`config.mk`:
```
export PLATFORM = sky130hd
export DESIGN_NAME = encoder_period_block_average
export DESIGN_NICKNAME = d
export VERILOG_FILES = /design/src/hdl/epba_pkg.sv /design/src/hdl/epba_front.sv /design/src/hdl/epba_queue.sv /design/src/hdl/epba_back.sv /design/src/hdl/encoder_period_block_average.sv
export SDC_FILE = /design/constraint.sdc
export NUM_CORES = 2
export LEC_CHECK = 0
export BUFFER_PORTS_ARGS = -buffer_cell sky130_fd_sc_hd__buf_2
export CAP_MARGIN = 20
export CORE_ASPECT_RATIO = 0.8
export CORE_MARGIN = 4
export CORE_UTILIZATION = 30
export DETAILED_ROUTE_END_ITERATION = 10
export GPL_TIMING_DRIVEN = 0
export PLACE_DENSITY = 0.44
export SLEW_MARGIN = 25
export SYNTH_ARGS = -nofsm -noshare
export SYNTH_HDL_FRONTEND = slang
export SYNTH_SLANG_ARGS = --single-unit
```
`constraint.sdc`:
```
create_clock -name i_clk -period 14.5 [get_ports i_clk]
set_input_delay 2.175 -clock i_clk [delete_from_list [all_inputs] [get_ports i_clk]]
set_output_delay 2.175 -clock i_clk [all_outputs]
set_load 0.02 [all_outputs]
```
`src/hdl/epba_pkg.sv`:
```
`default_nettype none

package epba_pkg;

    localparam int SAMPLES   = 6;
    localparam int CHANNELS  = 2;

    localparam int CAP_W     = 16;
    localparam int ELAPSED_W = 33;
    localparam int PER_W     = 32;
    localparam int SUM_W     = 35;
    localparam int BC_W      = $clog2(SAMPLES + 1);

    // sum / SAMPLES as a multiply by a rounded-up reciprocal and a shift
    localparam int RECIP_W   = SUM_W + 1;
    localparam int DIV_SHIFT = SUM_W + $clog2(SAMPLES);
    localparam logic [RECIP_W-1:0] RECIP =
        RECIP_W'(((80'(1) << DIV_SHIFT) + 80'(SAMPLES - 1)) / 80'(SAMPLES));

    localparam int HALF_W    = 18;
    localparam int XH_W      = SUM_W - HALF_W;
    localparam int MH_W      = RECIP_W - HALF_W;
    localparam int PROD_W    = 2 * HALF_W;
    localparam int PSUM_W    = PROD_W + HALF_W + 1;
    localparam int FULL_W    = SUM_W + RECIP_W;

    localparam logic [ELAPSED_W-1:0] TIMER_WRAP = ELAPSED_W'(65536);
    localparam logic [PER_W-1:0]     PER_MAX    = '1;
    localparam logic [SUM_W-1:0]     SUM_MAX    = '1;

    localparam logic ACT_OVERFLOW = 1'b0;
    localparam logic ACT_CAPTURE  = 1'b1;

    localparam int QUEUE_DEPTH = 2;
    localparam int QPTR_W      = $clog2(QUEUE_DEPTH);
    localparam int QCNT_W      = $clog2(QUEUE_DEPTH + 1);

    typedef struct packed {
        logic             action;
        logic             channel;
        logic [CAP_W-1:0] capture_value;
    } t_in_item;

    typedef struct packed {
        logic             out_channel;
        logic [PER_W-1:0] period;
        logic [PER_W-1:0] edge_total;
        logic [PER_W-1:0] average_period;
        logic             average_updated;
    } t_out_item;

    typedef struct packed {
        logic             action;
        logic             channel;
        logic [CAP_W-1:0] capture_value;
    } t_cmd;

endpackage

`default_nettype wire

```
`src/hdl/epba_front.sv`:
```
`default_nettype none

module epba_front (
    input  wire logic              i_in_valid,
    input  wire epba_pkg::t_in_item i_in_item,
    output logic                   o_in_ready,
    input  wire logic              i_q_ready,
    output logic                   o_push,
    output epba_pkg::t_cmd         o_cmd
);

    logic w_accept;
    logic w_keep;

    assign o_in_ready = i_q_ready;
    assign w_accept   = i_in_valid && i_q_ready;

    // captures on a channel that does not exist are dropped here
    always_comb begin
        w_keep = 1'b0;
        case (i_in_item.action)
            epba_pkg::ACT_OVERFLOW: w_keep = 1'b1;
            epba_pkg::ACT_CAPTURE:
                w_keep = (32'(i_in_item.channel) < 32'(epba_pkg::CHANNELS));
            default: w_keep = 1'b0;
        endcase
    end

    assign o_push              = w_accept && w_keep;
    assign o_cmd.action        = i_in_item.action;
    assign o_cmd.channel       = i_in_item.channel;
    assign o_cmd.capture_value = i_in_item.capture_value;

endmodule

`default_nettype wire

```
`src/hdl/epba_queue.sv`:
```
`default_nettype none

module epba_queue (
    input  wire logic          i_clk,
    input  wire logic          i_rst_n,
    input  wire logic          i_push,
    input  wire epba_pkg::t_cmd i_cmd,
    output logic               o_not_full,
    input  wire logic          i_pop,
    output logic               o_valid,
    output epba_pkg::t_cmd     o_cmd
);

    epba_pkg::t_cmd                     r_mem [epba_pkg::QUEUE_DEPTH];
    logic [epba_pkg::QPTR_W-1:0]        r_wr_ptr;
    logic [epba_pkg::QPTR_W-1:0]        r_rd_ptr;
    logic [epba_pkg::QCNT_W-1:0]        r_count;
    logic [epba_pkg::QPTR_W-1:0]        n_wr_ptr;
    logic [epba_pkg::QPTR_W-1:0]        n_rd_ptr;
    logic [epba_pkg::QCNT_W-1:0]        n_count;
    logic                               w_do_pop;

    localparam logic [epba_pkg::QPTR_W-1:0] LastPtr =
        epba_pkg::QPTR_W'(epba_pkg::QUEUE_DEPTH - 1);

    assign o_not_full = (r_count != epba_pkg::QCNT_W'(epba_pkg::QUEUE_DEPTH));
    assign o_valid    = (r_count != '0);
    assign o_cmd      = r_mem[r_rd_ptr];
    assign w_do_pop   = i_pop && o_valid;

    always_comb begin
        n_wr_ptr = r_wr_ptr;
        n_rd_ptr = r_rd_ptr;
        n_count  = r_count;
        if (i_push) begin
            n_wr_ptr = (r_wr_ptr == LastPtr) ? '0 : r_wr_ptr + 1'b1;
        end
        if (w_do_pop) begin
            n_rd_ptr = (r_rd_ptr == LastPtr) ? '0 : r_rd_ptr + 1'b1;
        end
        if (i_push && !w_do_pop) begin
            n_count = r_count + 1'b1;
        end else if (!i_push && w_do_pop) begin
            n_count = r_count - 1'b1;
        end
    end

    always_ff @(posedge i_clk) begin
        if (!i_rst_n) begin
            r_wr_ptr <= '0;
            r_rd_ptr <= '0;
            r_count  <= '0;
        end else begin
            r_wr_ptr <= n_wr_ptr;
            r_rd_ptr <= n_rd_ptr;
            r_count  <= n_count;
        end
    end

    always_ff @(posedge i_clk) begin
        if (i_push) begin
            r_mem[r_wr_ptr] <= i_cmd;
        end
    end

endmodule

`default_nettype wire

```
`src/hdl/epba_back.sv`:
```
`default_nettype none

module epba_back (
    input  wire logic          i_clk,
    input  wire logic          i_rst_n,
    input  wire logic          i_cmd_valid,
    input  wire epba_pkg::t_cmd i_cmd,
    output logic               o_pop,
    output logic               o_out_valid,
    input  wire logic          i_out_ready,
    output epba_pkg::t_out_item o_out_item
);

    typedef struct packed {
        logic                        channel;
        logic [epba_pkg::PER_W-1:0]  period;
        logic [epba_pkg::PER_W-1:0]  edge_total;
        logic                        upd;
    } t_meta;

    // per-channel state
    logic [epba_pkg::ELAPSED_W-1:0] r_elapsed [epba_pkg::CHANNELS];
    logic [epba_pkg::SUM_W-1:0]     r_sum     [epba_pkg::CHANNELS];
    logic [epba_pkg::BC_W-1:0]      r_bc      [epba_pkg::CHANNELS];
    logic [epba_pkg::PER_W-1:0]     r_edge    [epba_pkg::CHANNELS];
    logic [epba_pkg::PER_W-1:0]     r_avg     [epba_pkg::CHANNELS];
    logic [epba_pkg::ELAPSED_W-1:0] n_elapsed [epba_pkg::CHANNELS];
    logic [epba_pkg::SUM_W-1:0]     n_sum     [epba_pkg::CHANNELS];
    logic [epba_pkg::BC_W-1:0]      n_bc      [epba_pkg::CHANNELS];
    logic [epba_pkg::PER_W-1:0]     n_edge    [epba_pkg::CHANNELS];

    // pipeline
    logic                           r_s1_valid;
    t_meta                          r_s1;
    logic [epba_pkg::SUM_W-1:0]     r_s1_sum;
    logic                           r_sa_valid;
    t_meta                          r_sa;
    logic [epba_pkg::PROD_W-1:0]    r_sa_ll;
    logic [epba_pkg::PROD_W-1:0]    r_sa_lh;
    logic [epba_pkg::PROD_W-1:0]    r_sa_hl;
    logic [epba_pkg::PROD_W-1:0]    r_sa_hh;
    logic                           r_sb_valid;
    t_meta                          r_sb;
    logic [epba_pkg::PSUM_W-1:0]    r_sb_lo;
    logic [epba_pkg::PSUM_W-1:0]    r_sb_hi;
    logic                           r_out_valid;
    epba_pkg::t_out_item            r_out;

    logic                           w_advance;
    logic                           w_capture;
    logic [epba_pkg::ELAPSED_W-1:0] w_sel_elapsed;
    logic [epba_pkg::ELAPSED_W:0]   w_per_raw;
    logic [epba_pkg::PER_W-1:0]     w_period;
    logic [epba_pkg::SUM_W:0]       w_sum_ext;
    logic [epba_pkg::SUM_W-1:0]     w_sum_sat;
    logic [epba_pkg::BC_W-1:0]      w_bc_inc;
    logic                           w_upd;
    logic [epba_pkg::PER_W-1:0]     w_edge_inc;
    logic [epba_pkg::ELAPSED_W:0]   w_ovf_sum [epba_pkg::CHANNELS];
    logic [epba_pkg::FULL_W-1:0]    w_full;
    logic [epba_pkg::FULL_W-1:0]    w_quot;
    logic [epba_pkg::PER_W-1:0]     w_avg_new;
    logic [epba_pkg::PER_W-1:0]     w_avg;

    assign w_advance   = !r_out_valid || i_out_ready;
    assign o_pop       = w_advance && i_cmd_valid;
    assign w_capture   = o_pop && (i_cmd.action == epba_pkg::ACT_CAPTURE);
    assign o_out_valid = r_out_valid;
    assign o_out_item  = r_out;

    // period and block bookkeeping for the selected channel
    always_comb begin
        w_sel_elapsed = r_elapsed[i_cmd.channel];
        w_per_raw = {w_sel_elapsed[epba_pkg::ELAPSED_W-1], w_sel_elapsed}
                  + (epba_pkg::ELAPSED_W + 1)'(i_cmd.capture_value);
        if (w_per_raw[epba_pkg::ELAPSED_W]) begin
            w_period = '0;
        end else if (w_per_raw[epba_pkg::ELAPSED_W-1]) begin
            w_period = epba_pkg::PER_MAX;
        end else begin
            w_period = w_per_raw[epba_pkg::PER_W-1:0];
        end
        w_sum_ext  = {1'b0, r_sum[i_cmd.channel]} + (epba_pkg::SUM_W + 1)'(w_period);
        w_sum_sat  = w_sum_ext[epba_pkg::SUM_W] ? epba_pkg::SUM_MAX
                                                : w_sum_ext[epba_pkg::SUM_W-1:0];
        w_bc_inc   = r_bc[i_cmd.channel] + 1'b1;
        w_upd      = (w_bc_inc >= epba_pkg::BC_W'(epba_pkg::SAMPLES));
        w_edge_inc = r_edge[i_cmd.channel] + 1'b1;
    end

    always_comb begin
        for (int c = 0; c < epba_pkg::CHANNELS; c++) begin
            n_elapsed[c] = r_elapsed[c];
            n_sum[c]     = r_sum[c];
            n_bc[c]      = r_bc[c];
            n_edge[c]    = r_edge[c];
            w_ovf_sum[c] = {r_elapsed[c][epba_pkg::ELAPSED_W-1], r_elapsed[c]}
                         + (epba_pkg::ELAPSED_W + 1)'(epba_pkg::TIMER_WRAP);
        end
        if (o_pop) begin
            case (i_cmd.action)
                epba_pkg::ACT_OVERFLOW: begin
                    for (int c = 0; c < epba_pkg::CHANNELS; c++) begin
                        // stalled wheel: hold at the 32-bit ceiling
                        n_elapsed[c] = w_ovf_sum[c][epba_pkg::ELAPSED_W-1]
                                     ? epba_pkg::ELAPSED_W'(epba_pkg::PER_MAX)
                                     : w_ovf_sum[c][epba_pkg::ELAPSED_W-1:0];
                    end
                end
                epba_pkg::ACT_CAPTURE: begin
                    n_elapsed[i_cmd.channel] = epba_pkg::ELAPSED_W'(0)
                                             - epba_pkg::ELAPSED_W'(i_cmd.capture_value);
                    n_edge[i_cmd.channel]    = w_edge_inc;
                    n_sum[i_cmd.channel]     = w_upd ? '0 : w_sum_sat;
                    n_bc[i_cmd.channel]      = w_upd ? '0 : w_bc_inc;
                end
                default: begin
                end
            endcase
        end
    end

    always_ff @(posedge i_clk) begin
        if (!i_rst_n) begin
            for (int c = 0; c < epba_pkg::CHANNELS; c++) begin
                r_elapsed[c] <= '0;
                r_sum[c]     <= '0;
                r_bc[c]      <= '0;
                r_edge[c]    <= '0;
            end
        end else begin
            for (int c = 0; c < epba_pkg::CHANNELS; c++) begin
                r_elapsed[c] <= n_elapsed[c];
                r_sum[c]     <= n_sum[c];
                r_bc[c]      <= n_bc[c];
                r_edge[c]    <= n_edge[c];
            end
        end
    end

    // quotient from the partial products
    always_comb begin
        w_full    = epba_pkg::FULL_W'(r_sb_lo)
                  + (epba_pkg::FULL_W'(r_sb_hi) << epba_pkg::HALF_W);
        w_quot    = w_full >> epba_pkg::DIV_SHIFT;
        w_avg_new = (|w_quot[epba_pkg::FULL_W-1:epba_pkg::PER_W]) ? epba_pkg::PER_MAX
                                                                  : w_quot[epba_pkg::PER_W-1:0];
        w_avg     = r_sb.upd ? w_avg_new : r_avg[r_sb.channel];
    end

    always_ff @(posedge i_clk) begin
        if (!i_rst_n) begin
            r_s1_valid  <= 1'b0;
            r_sa_valid  <= 1'b0;
            r_sb_valid  <= 1'b0;
            r_out_valid <= 1'b0;
            for (int c = 0; c < epba_pkg::CHANNELS; c++) begin
                r_avg[c] <= '0;
            end
        end else if (w_advance) begin
            r_s1_valid  <= w_capture;
            r_sa_valid  <= r_s1_valid;
            r_sb_valid  <= r_sa_valid;
            r_out_valid <= r_sb_valid;
            if (r_sb_valid && r_sb.upd) begin
                r_avg[r_sb.channel] <= w_avg_new;
            end
        end
    end

    always_ff @(posedge i_clk) begin
        if (w_advance) begin
            r_s1.channel    <= i_cmd.channel;
            r_s1.period     <= w_period;
            r_s1.edge_total <= w_edge_inc;
            r_s1.upd        <= w_upd;
            r_s1_sum        <= w_sum_sat;

            r_sa    <= r_s1;
            r_sa_ll <= epba_pkg::PROD_W'(r_s1_sum[epba_pkg::HALF_W-1:0]
                                         * epba_pkg::RECIP[epba_pkg::HALF_W-1:0]);
            r_sa_lh <= epba_pkg::PROD_W'(r_s1_sum[epba_pkg::HALF_W-1:0]
                                         * epba_pkg::RECIP[epba_pkg::RECIP_W-1:epba_pkg::HALF_W]);
            r_sa_hl <= epba_pkg::PROD_W'(r_s1_sum[epba_pkg::SUM_W-1:epba_pkg::HALF_W]
                                         * epba_pkg::RECIP[epba_pkg::HALF_W-1:0]);
            r_sa_hh <= epba_pkg::PROD_W'(r_s1_sum[epba_pkg::SUM_W-1:epba_pkg::HALF_W]
                                         * epba_pkg::RECIP[epba_pkg::RECIP_W-1:epba_pkg::HALF_W]);

            r_sb    <= r_sa;
            r_sb_lo <= epba_pkg::PSUM_W'(r_sa_ll)
                     + (epba_pkg::PSUM_W'(r_sa_lh) << epba_pkg::HALF_W);
            r_sb_hi <= epba_pkg::PSUM_W'(r_sa_hl)
                     + (epba_pkg::PSUM_W'(r_sa_hh) << epba_pkg::HALF_W);

            r_out.out_channel     <= r_sb.channel;
            r_out.period          <= r_sb.period;
            r_out.edge_total      <= r_sb.edge_total;
            r_out.average_period  <= w_avg;
            r_out.average_updated <= r_sb.upd;
        end
    end

endmodule

`default_nettype wire

```
`src/hdl/encoder_period_block_average.sv`:
```
// channel | direction | handshake                  | payload
// --------+-----------+----------------------------+-------------------------
// in      | input     | i_in_valid / o_in_ready    | i_in_item  (t_in_item)
// out     | output    | o_out_valid / i_out_ready  | o_out_item (t_out_item)
//
// one item per cycle sustained while the output is ready; a capture is written into
// the queue, then passes r_s1, r_sa, r_sb and the output register of the back end
// the back end runs exec, two partial-product stages of the divide by SAMPLES,
// then the output register; an overflow tick yields no result
// reset is synchronous, active low, and clears all per-channel state
// a stalled output freezes the back end; the two-entry queue then fills and
// drops o_in_ready

`default_nettype none

module encoder_period_block_average (
    input  wire logic           i_clk,
    input  wire logic           i_rst_n,
    input  wire logic           i_in_valid,
    output logic                o_in_ready,
    input  wire epba_pkg::t_in_item i_in_item,
    output logic                o_out_valid,
    input  wire logic           i_out_ready,
    output epba_pkg::t_out_item o_out_item
);

    logic           w_q_ready;
    logic           w_push;
    epba_pkg::t_cmd w_push_cmd;
    logic           w_pop;
    logic           w_q_valid;
    epba_pkg::t_cmd w_q_cmd;

    epba_front u_front (
        .i_in_valid (i_in_valid),
        .i_in_item  (i_in_item),
        .o_in_ready (o_in_ready),
        .i_q_ready  (w_q_ready),
        .o_push     (w_push),
        .o_cmd      (w_push_cmd)
    );

    epba_queue u_queue (
        .i_clk      (i_clk),
        .i_rst_n    (i_rst_n),
        .i_push     (w_push),
        .i_cmd      (w_push_cmd),
        .o_not_full (w_q_ready),
        .i_pop      (w_pop),
        .o_valid    (w_q_valid),
        .o_cmd      (w_q_cmd)
    );

    epba_back u_back (
        .i_clk       (i_clk),
        .i_rst_n     (i_rst_n),
        .i_cmd_valid (w_q_valid),
        .i_cmd       (w_q_cmd),
        .o_pop       (w_pop),
        .o_out_valid (o_out_valid),
        .i_out_ready (i_out_ready),
        .o_out_item  (o_out_item)
    );

endmodule

`default_nettype wire

```
==> metrics.txt <==
Setup Viol. Count Final 0; fmax 0.0843 GHz; CTS Buf Count 97; drt wl/cell 18.9 µm; # nets final 6243; fin area 62800 µm²; Slew Limit Fails 0; Setup crit end kind register; Slew @ Worst Pin 0.984 ns; first-pass GRT wire length 227000 µm; ys flop type edfxtp_1; hold depth 0; Final Non-Filler Cells 7823; DIE AREA 192000 µm²; Setup crit start kind register; DP Wirelength 116000 µm; Placement Cell Area 59500 µm²; vias per cell 4.71; Worst Skew 0.0581 ns; CP Max Fanout 10; routability cong. 0.863; antenna violations before repair 3; sequential area share after synthesis 42.6%; Synth area leaders edfxtp_1 (35%), ha_1 (13%), fa_1 (12%); outcome finished clean; GR Layer Usage met3 2.43%; GR peak layer met1; CTS Buffer Depth 3; final hold violations 0; Worst-Skew Late Latency 0.73 ns; worst hold path startpoint u_back.r_sa[36]; core footprint 183000 µm²; fin crit share 81.8%; clock slew at reported path FFs 0.06 ns; drc violations 0; Root Buffer clkbuf_16; Synth area leader edfxtp_1; Routed Antenna Nets 0; count of clock tree sinks 858; Initial DRT Pass Iterations 5; Post-synth EDFFs 642; Syn Nets 6002; Die W 488 µm; Post-Synth XOR/XNOR Area 4.85%; # port buffers 120; most frequent cells in the layout edfxtp_1 (642), inv_1 (617), ha_1 (573), nand2_1 (516), fa_1 (324); asr flop ratio synth 0%; Initial Utilization 30.3%; simple-gate area share of the yosys netlist 10.2%; Total GRT Usage 15.4%; normalized max-slew margin 32.7%; layout cell share with drive strength beyond 1 7.18%; CP max stage cell clkbuf_1; P&R area growth vs syn 13.3%; vias in the first global route 36.5k; Synth Area in Adders 24.6%; H-Tree Level Count 3; commonest non-fill, non-tap cell in the layout edfxtp_1; complex-gate fraction of the synthesized area 11.2%; critical path required time 14.94 ns; #FFs+latches synth 858; most used cell, CP clkbuf_1; postcts setup bufs 0; Unique masters post-synth 76; WL final 148000 µm; largest net degree at the start of global routing 34; crit path kind reg -> reg; CTS tree built; Max stage delay on crit path 0.73 ns; Hold Crit Class reg -> reg; Ports 122; Arr. time, crit path 12.30 ns; Rows 140; # hold bufs at CTS 0; largest family of logic cells by synthesized area adder cells; M2 GR Usage 22.7%; Reg2Reg Depth 37; max-cap violation count 0; mapped cell area 55400 µm²; Synth Warn # 0; DP Cell Count 7639; met1 usage 23.4%; area share of the largest cell type after synthesis 34.8%; Vias 36.8k; Final min period 11.86 ns; First DRT Iteration DRCs 2415; total global routing overflow 0; mux cell area share after synthesis 1.23%; Cells after Synth 5083; die height 392 µm; CTS resizes 0; RSZ-0062 raised after global routing false; syn avg cell area 10.9 µm²
## cell usage after synthesis, drive strengths merged, types with 14 or more instances
master	instances
a211oi	57
a21boi	86
a21o	99
a21oi	271
a31oi	18
and2	32
and3	52
buf	21
clkbuf	127
dfxtp	216
edfxtp	642
fa	324
ha	573
inv	618
mux2i	53
nand2	518
nand2b	25
nand3	99
nand4	27
nor2	268
nor2b	71
nor3	66
o211ai	14
o21a	36
o21ai	196
o21bai	21
o221a	37
or3	42
xnor2	190
xor2	117
## worst max-delay path, delay by kind of cell, from the launching register on
kind	cells	cell delay (ns)
mux	1	0.19
buf+inv	14	5.14
flops	1	0.30
simple gates	6	1.35
fa+ha+maj	2	0.53
compound gates	14	4.00
## cells by family (layout without fill, tap and decap cells)
group           count (synthesis)  count (layout)
mux                            66              66
fa+ha+maj                     897             897
buf+inv                       767            1090
flops                         858             858
simple gates                 1240            1240
xor+xnor                      307             307
compound gates                948             948
other cells                     0               3
## stage by stage
stage	setup slack [ns]	utilization, %	setup TNS (ns)	hold slack (ns)
2_1_floorplan	2.36	-	0	0.400
3_3_place_gp	-6.36	32.3	-1922.06	0.403
3_5_place_dp	2.63	32.5	0	0.405
4_1_cts	2.59	34.3	0	0.398
5_1_grt	2.06	34.3	0	0.416
6_report	2.64	34.3	0	0.404
## path summary, 6_finish.rpt
kind,end,slack [ns]
max,u_back.r_s1_sum[25],2.64
min,u_back.r_sb[36],0.40
min reg2reg,u_back.r_sb[36],0.40
max reg2reg,u_back.r_s1_sum[25],2.64
## routing by layer
| layer | wire (µm) | part of all wire (%) | vias to the layer above |
|---|---|---|---|
| met1 | 75700 | 51 | 17800 |
| met4 | 3420 | 2.3 | 0 |
| met3 | 6700 | 4.5 | 175 |
| li1 | - | - | 18100 |
| met2 | 62100 | 42 | 696 |
| met5 | 0 | 0 | - |
## registers in the layout (all words and copies together) (netlist names), 36 cells and up, named ones only
| register | cells |
|---|---|
| u_back.o_out_item | 98 |
| u_back.r_sum | 70 |
| u_back.r_elapsed | 66 |
| u_back.r_s1 | 66 |
| u_back.r_sa | 66 |
| u_back.r_sb | 66 |
| u_back.r_avg | 64 |
| u_back.r_edge | 64 |
| u_back.r_sb_hi | 53 |
| u_back.r_sb_lo | 37 |
| u_queue.r_mem | 36 |
## cell type report
type / count / area [µm²]
clock buffers: 122 / 2600
flip-flops and latches: 858 / 23600
fillers: 18500 / 120000
clock inverters: 59 / 669
diodes: 3 / 7.51
well taps: 2414 / 3020
multi-input cells: 3458 / 28900
repair buffers: 142 / 1040
inverters: 619 / 2330
plain buffers: 148 / 588
Power is not shown: default switching activity piles up to over one toggle a cycle in this logic, so the estimate is an artifact.
